==> config.mk <==
export PLATFORM = sky130hd
export DESIGN_NAME = binary_to_ascii_decimal
export DESIGN_NICKNAME = d
export VERILOG_FILES = /design/src/sv/b2ad_pkg.sv /design/src/sv/binary_to_ascii_decimal.sv /design/src/sv/b2ad_dabble_stage.sv /design/src/sv/b2ad_emitter.sv
export VERILOG_INCLUDE_DIRS = /design/src /design/src/sv
export SDC_FILE = /design/constraint.sdc
export NUM_CORES = 1
export LEC_CHECK = 0
export ABC_CLOCK_PERIOD_IN_PS = 19000
export BUFFER_PORTS_ARGS = -buffer_cell sky130_fd_sc_hd__clkbuf_2
export CORE_AREA = 2 2 400 402
export CTS_CLUSTER_SIZE = 25
export DETAILED_ROUTE_END_ITERATION = 8
export DIE_AREA = 0 0 402 404
export GPL_ROUTABILITY_DRIVEN = 0
export SYNTH_ARGS = -nofsm -noshare
export SYNTH_HDL_FRONTEND = slang
export SYNTH_HIERARCHICAL = 1
export SYNTH_SLANG_ARGS = --single-unit
==> constraint.sdc <==
create_clock -name clk -period 19 [get_ports clk]
set_input_delay 1.9 -clock clk [delete_from_list [all_inputs] [get_ports clk]]
set_output_delay 1.9 -clock clk [all_outputs]
set_load 0.01 [all_outputs]
==> src/sv/assert_macros.svh <==
// Assertion macros used by the top-level RTL file of the binary to decimal converter.
`ifndef ASSERT_MACROS_SVH
`define ASSERT_MACROS_SVH
`ifndef SYNTHESIS
// Same-cycle implication, disabled while reset is low.
`define B2AD_ASSERT_IMPLY(lbl, clk, rst_n, ante, cons) \
  lbl: assert property (@(posedge clk) disable iff (!rst_n) (ante) |-> (cons)) \
    else $error("assertion failed");
// Next-cycle implication, disabled while reset is low.
`define B2AD_ASSERT_NEXT(lbl, clk, rst_n, ante, cons) \
  lbl: assert property (@(posedge clk) disable iff (!rst_n) (ante) |=> (cons)) \
    else $error("assertion failed");
`else
`define B2AD_ASSERT_IMPLY(lbl, clk, rst_n, ante, cons)
`define B2AD_ASSERT_NEXT(lbl, clk, rst_n, ante, cons)
`endif
`endif

==> src/sv/b2ad_pkg.sv <==
// Types and constants of the binary to decimal converter.
`default_nettype none
package b2ad_pkg;
  localparam int VALUE_W         = 32;
  localparam int NUM_DIGITS      = 10;
  localparam int BCD_W           = 4 * NUM_DIGITS;
  localparam int STEPS_PER_STAGE = 8;
  localparam int NUM_STAGES      = VALUE_W / STEPS_PER_STAGE;
  localparam int IDX_W           = 4;
  localparam int COUNT_W         = 4;
  localparam int CHAR_W          = 6;
  localparam int OUT_DATA_W      = 16;
  localparam logic [CHAR_W-1:0] ASCII_ZERO = 6'd48;

  // Double dabble working word: BCD digits on top, remaining binary below.
  typedef struct packed {
    logic [BCD_W-1:0]   bcd;
    logic [VALUE_W-1:0] bin;
  } dab_t;
endpackage
`default_nettype wire

==> src/sv/binary_to_ascii_decimal.sv <==
// Top level: 32-bit binary to ASCII decimal converter.
//
//  channel | direction | tdata (low bit up)                      | tlast
//  in_     | input     | value[31:0]                             | -
//  out_    | output    | digit_char[5:0], digit_count[9:6], zero | last_digit
//
// A word passes four double dabble stages, eight shift steps each, then the
// serializer sends one digit per cycle while out_tready is high. It takes a new
// word in the same cycle that the last digit of the old word is sent.
// Synchronous active-low reset clears the valid bits only. Either side may
// stall at any time; no word is lost.
`default_nettype none
`include "assert_macros.svh"
module binary_to_ascii_decimal (
  input  wire logic        clk,
  input  wire logic        rst_n,
  input  wire logic        in_tvalid,
  output logic             in_tready,
  input  wire logic [31:0] in_tdata,   // value[31:0]
  output logic             out_tvalid,
  input  wire logic        out_tready,
  output logic [15:0]      out_tdata,  // digit_char[5:0], digit_count[9:6], zero fill
  output logic             out_tlast
);
  b2ad_pkg::dab_t stg_data  [0:b2ad_pkg::NUM_STAGES];
  logic           stg_valid [0:b2ad_pkg::NUM_STAGES];
  logic           stg_ready [0:b2ad_pkg::NUM_STAGES];

  logic [b2ad_pkg::CHAR_W-1:0]  digit_char;
  logic [b2ad_pkg::COUNT_W-1:0] digit_count;

  // Pipeline entry
  assign stg_data[0].bcd = '0;
  assign stg_data[0].bin = in_tdata;
  assign stg_valid[0]    = in_tvalid;
  assign in_tready       = stg_ready[0];

  // Double dabble stages
  for (genvar g = 0; g < b2ad_pkg::NUM_STAGES; g++) begin : g_stage
    b2ad_dabble_stage u_stage (
      .clk      (clk),
      .rst_n    (rst_n),
      .up_valid (stg_valid[g]),
      .up_ready (stg_ready[g]),
      .up_data  (stg_data[g]),
      .dn_valid (stg_valid[g+1]),
      .dn_ready (stg_ready[g+1]),
      .dn_data  (stg_data[g+1])
    );
  end

  // Digit serializer
  b2ad_emitter u_emit (
    .clk       (clk),
    .rst_n     (rst_n),
    .up_valid  (stg_valid[b2ad_pkg::NUM_STAGES]),
    .up_ready  (stg_ready[b2ad_pkg::NUM_STAGES]),
    .up_bcd    (stg_data[b2ad_pkg::NUM_STAGES].bcd),
    .out_valid (out_tvalid),
    .out_ready (out_tready),
    .out_char  (digit_char),
    .out_last  (out_tlast),
    .out_count (digit_count)
  );

  assign out_tdata = {6'b0, digit_count, digit_char};

  // Checks
  `B2AD_ASSERT_IMPLY(a_char_range, clk, rst_n, out_tvalid,
    out_tdata[5:0] >= 6'd48 && out_tdata[5:0] <= 6'd57)
  `B2AD_ASSERT_IMPLY(a_count_range, clk, rst_n, out_tvalid,
    out_tdata[9:6] >= 4'd1 && out_tdata[9:6] <= 4'd10)
  `B2AD_ASSERT_NEXT(a_run_no_gap, clk, rst_n, out_tvalid && out_tready && !out_tlast,
    out_tvalid && out_tdata[9:6] == $past(out_tdata[9:6]))
  `B2AD_ASSERT_IMPLY(a_single_zero, clk, rst_n,
    out_tvalid && out_tdata[9:6] == 4'd1, out_tlast)
endmodule
`default_nettype wire

==> src/sv/b2ad_dabble_stage.sv <==
// One pipeline stage of the double dabble: eight add-3 and shift steps.
`default_nettype none
module b2ad_dabble_stage (
  input  wire logic          clk,
  input  wire logic          rst_n,
  input  wire logic          up_valid,
  output logic               up_ready,
  input  wire b2ad_pkg::dab_t up_data,
  output logic               dn_valid,
  input  wire logic          dn_ready,
  output b2ad_pkg::dab_t     dn_data
);
  logic           valid_r;
  b2ad_pkg::dab_t data_r;
  b2ad_pkg::dab_t data_nxt;

  // Stage accepts when empty or when its word moves on
  assign up_ready = !valid_r || dn_ready;
  assign dn_valid = valid_r;
  assign dn_data  = data_r;

  // Eight steps: adjust each digit of five or more, then shift left
  always_comb begin
    logic [b2ad_pkg::BCD_W+b2ad_pkg::VALUE_W-1:0] w;
    logic [3:0] d;
    w = {up_data.bcd, up_data.bin};
    for (int s = 0; s < b2ad_pkg::STEPS_PER_STAGE; s++) begin
      for (int k = 0; k < b2ad_pkg::NUM_DIGITS; k++) begin
        d = w[b2ad_pkg::VALUE_W + 4*k +: 4];
        if (d >= 4'd5) begin
          w[b2ad_pkg::VALUE_W + 4*k +: 4] = d + 4'd3;
        end
      end
      w = w << 1;
    end
    data_nxt.bcd = w[b2ad_pkg::BCD_W+b2ad_pkg::VALUE_W-1:b2ad_pkg::VALUE_W];
    data_nxt.bin = w[b2ad_pkg::VALUE_W-1:0];
  end

  // Valid bit
  always_ff @(posedge clk) begin
    if (!rst_n) begin
      valid_r <= 1'b0;
    end else if (up_ready) begin
      valid_r <= up_valid;
    end
  end

  // Payload
  always_ff @(posedge clk) begin
    if (up_ready && up_valid) begin
      data_r <= data_nxt;
    end
  end
endmodule
`default_nettype wire

==> src/sv/b2ad_emitter.sv <==
// Digit serializer: holds one finished BCD word and sends its digits MSD first.
`default_nettype none
module b2ad_emitter (
  input  wire logic                             clk,
  input  wire logic                             rst_n,
  input  wire logic                             up_valid,
  output logic                                  up_ready,
  input  wire logic [b2ad_pkg::BCD_W-1:0]       up_bcd,
  output logic                                  out_valid,
  input  wire logic                             out_ready,
  output logic [b2ad_pkg::CHAR_W-1:0]           out_char,
  output logic                                  out_last,
  output logic [b2ad_pkg::COUNT_W-1:0]          out_count
);
  logic                           busy_r;
  logic [b2ad_pkg::BCD_W-1:0]     bcd_r;
  logic [b2ad_pkg::IDX_W-1:0]     idx_r;
  logic [b2ad_pkg::COUNT_W-1:0]   count_r;
  logic [b2ad_pkg::COUNT_W-1:0]   count_nxt;
  logic                           fire;
  logic                           load;

  assign out_valid = busy_r;
  assign out_last  = (idx_r == '0);
  assign out_count = count_r;
  assign out_char  = b2ad_pkg::ASCII_ZERO
                   + b2ad_pkg::CHAR_W'(bcd_r[{idx_r, 2'b00} +: 4]);
  assign fire      = out_valid && out_ready;
  assign up_ready  = !busy_r || (fire && out_last);
  assign load      = up_valid && up_ready;

  // Digit count: highest nonzero digit, at least one digit
  always_comb begin
    count_nxt = b2ad_pkg::COUNT_W'(1);
    for (int i = 1; i < b2ad_pkg::NUM_DIGITS; i++) begin
      if (up_bcd[4*i +: 4] != 4'd0) begin
        count_nxt = b2ad_pkg::COUNT_W'(i + 1);
      end
    end
  end

  // Busy flag
  always_ff @(posedge clk) begin
    if (!rst_n) begin
      busy_r <= 1'b0;
    end else if (up_ready) begin
      busy_r <= up_valid;
    end
  end

  // Word, count and digit index
  always_ff @(posedge clk) begin
    if (load) begin
      bcd_r   <= up_bcd;
      count_r <= count_nxt;
      idx_r   <= b2ad_pkg::IDX_W'(count_nxt - b2ad_pkg::COUNT_W'(1));
    end else if (fire) begin
      idx_r   <= idx_r - b2ad_pkg::IDX_W'(1);
    end
  end
endmodule
`default_nettype wire
==> results.md <==
- Status: finished, final reports clean
- Finish-stage setup viols: 0
- CTS sink count: 261
- Largest net degree at the start of global routing: 51
- Clk_lat worst skew: 0.59 ns
- Core area: 0.158 sq mm
- Final hold vios: 0
- Initial antenna violation count: 2
- Worst R2R Setup Slack: 10.25 ns
- Worst Setup End Kind: flip-flop
- Clk slew on worst S/H paths: 0.06 ns
- Worst EP required: 19.34 ns
- Num ports: 55
- Num CTS Buffers: 36
- Crit path kind: reg2reg
- Die Wd: 402 microns
- Mapped cell area: 0.0534 sq mm
- Post-CTS sizing: 0
- Worst-margin pin slew: 1.22 ns
- Worst Path Arrival: 9.09 ns
- HPWL after detailed placement: 93000 microns
- FF+latch area: 0.00779 sq mm
- Vias/cell: 5.67
- Max Clock Skew: 0.0281 ns
- CTS tree: done
- Final period utilization: 46.1%
- DRT iter0 DRCs: 3601
- CTS Buffer Depth: 3
- Root buf cell: clkbuf_16
- Vias in the first global route: 47400
- FILL cells: 16400
- Antenna Nets Post-Route: 0
- Die height: 404 microns
- Layout Nets: 7495
- Worst path slowest cell: a211oi_2
- Residual DRC count: 0
- Mapped Cells: 7219
- Syn Area/Cell: 7.39 sq um
- Placement Rows: 146
- Tmin final: 8.75 ns
- Max Clk Rate: 114 MHz
- FF-to-FF End: g_stage[3].u_stage/dn_data[41]
- R2r worst-path depth: 32
- Die ar.: 0.162 sq mm
- Initial DRT Pass Iterations: 6
- Crit-path max FO: 15
- Multi-input gate area: 0.0433 sq mm
- Postcts setup bufs: 0
- Slew Viols, Final: 0
- Avg WL per Cell: 13.1 microns
- Worst slack, placed: 10.40 ns
- Worst Setup Start Kind: flip-flop
- Setup WS post-layout: 10.25 ns
- HP Class: reg2reg
- Final WL: 122000 microns
- Setup TNS: 0 ns
- IO buf count: 46
- H-tree depth: 2
- Max-slew headroom: 18.1%
- GRT overflow: 0
- RSZ-0062 raised after global routing: false
- R2r startpoint: g_stage[2].u_stage/dn_data[40]
- Post-CTS Hold Buffers: 0
- Most Frequent Cell on Critical Path: ha_1
- Vias: 52900
- Critical path startpoint: g_stage[2].u_stage/dn_data[40]
- Layout overhead on the synthesized area: 6.46%
- Worst setup path endpoint: g_stage[3].u_stage/dn_data[41]
- Initial Utilization: 33.8%
- First-pass GRT wire length: 212000 microns
- Layout cell share with drive strength beyond 1: 10.3%
- GR Util All Layers: 14.2%
- Critical path's largest stage delay: 0.79 ns
- Synth warn: 6
- Max-cap violations: 0
-- worst min path at each step --
stage,start,end,cells after the start
finish,g_stage[1].u_stage/dn_data[22],g_stage[2].u_stage/dn_data[30],0
global route,g_stage[0].u_stage/dn_data[9],g_stage[1].u_stage/dn_data[17],0
CTS,g_stage[1].u_stage/dn_data[22],g_stage[2].u_stage/dn_data[30],0
detailed placement,g_stage[0].u_stage/dn_data[24],g_stage[1].u_stage/dn_data[32],0
global placement,g_stage[1].u_stage/dn_data[19],g_stage[2].u_stage/dn_data[27],0
floorplan,g_stage[0].u_stage/dn_data[8],g_stage[1].u_stage/dn_data[16],0
-- metrics by stage --
stage | utilization (%) | cell area [sq um] | hold WS [ns] | std cells
2_1_floorplan | - | 54100 | 0.400 | 7411
3_3_place_gp | 35.3 | 55700 | 0.402 | 9252
3_5_place_dp | 35.3 | 55700 | 0.405 | 9252
4_1_cts | 36.0 | 56800 | 0.417 | 9314
5_1_grt | 36.0 | 56800 | 0.422 | 9316
6_report | 36.0 | 56800 | 0.414 | 9316
-- worst max-delay path: cells and delay by family (launching register included) --
family | cells | cell delay, ns
muxes | 2 | 0.74
AOI/OAI and AO/OA | 14 | 3.69
and+or+nand+nor | 9 | 1.74
buffers and inverters | 2 | 0.29
adders and majority gates | 5 | 1.53
DFF | 1 | 0.50
-- final cells by class --
class | instances | share of cell area [%]
tap | 2072 | 4.56
inverter | 437 | 2.92
antenna | 2 | 0.00881
sequential | 261 | 13.7
multi-input combinational | 6416 | 76.2
clock buffer | 38 | 1.60
clock inverter | 24 | 0.322
timing repair buffer | 66 | 0.670
-- state kept, by name, summed over array words and instances, names as in the netlist --
name	count
g_stage.u_stage/dn_data	208
g_stage.u_stage/dn_valid	4
u_emit/idx_r	4
u_emit/bcd_r	40
u_emit/out_count	4
u_emit/out_valid	1
-- routing by layer --
| layer | up-vias | routed length [microns] | share of wire, % | GRT usage, % |
|---|---|---|---|---|
| met3 | 102 | 3140 | 2.6 | 1.25 |
| met5 | - | 0 | 0 | 0 |
| met2 | 754 | 57000 | 47 | 24.7 |
| met4 | 0 | 1560 | 1.3 | 2.77 |
| met1 | 24500 | 60000 | 49 | 19.1 |
| li1 | 27500 | - | - | - |
-- placed cells by master, fill, tap and decap left out, types with 112 or more instances in the layout --
cell / n
and2_1: 129
nand3_1: 250
o21ai_0: 470
edfxtp_1: 256
a21o_1: 112
mux2i_1: 208
o211ai_1: 140
nor3_1: 196
inv_1: 404
a21oi_1: 458
xnor2_1: 121
nand2_1: 693
nand2b_1: 145
or3_1: 132
o22ai_1: 116
nor2_1: 542
conb_1: 194
a31oi_1: 126
ha_1: 241
a211oi_1: 141
Power is left out: the tool's default activity adds up to more than one toggle a clock period on the data nets, which glitch-free logic cannot reach.
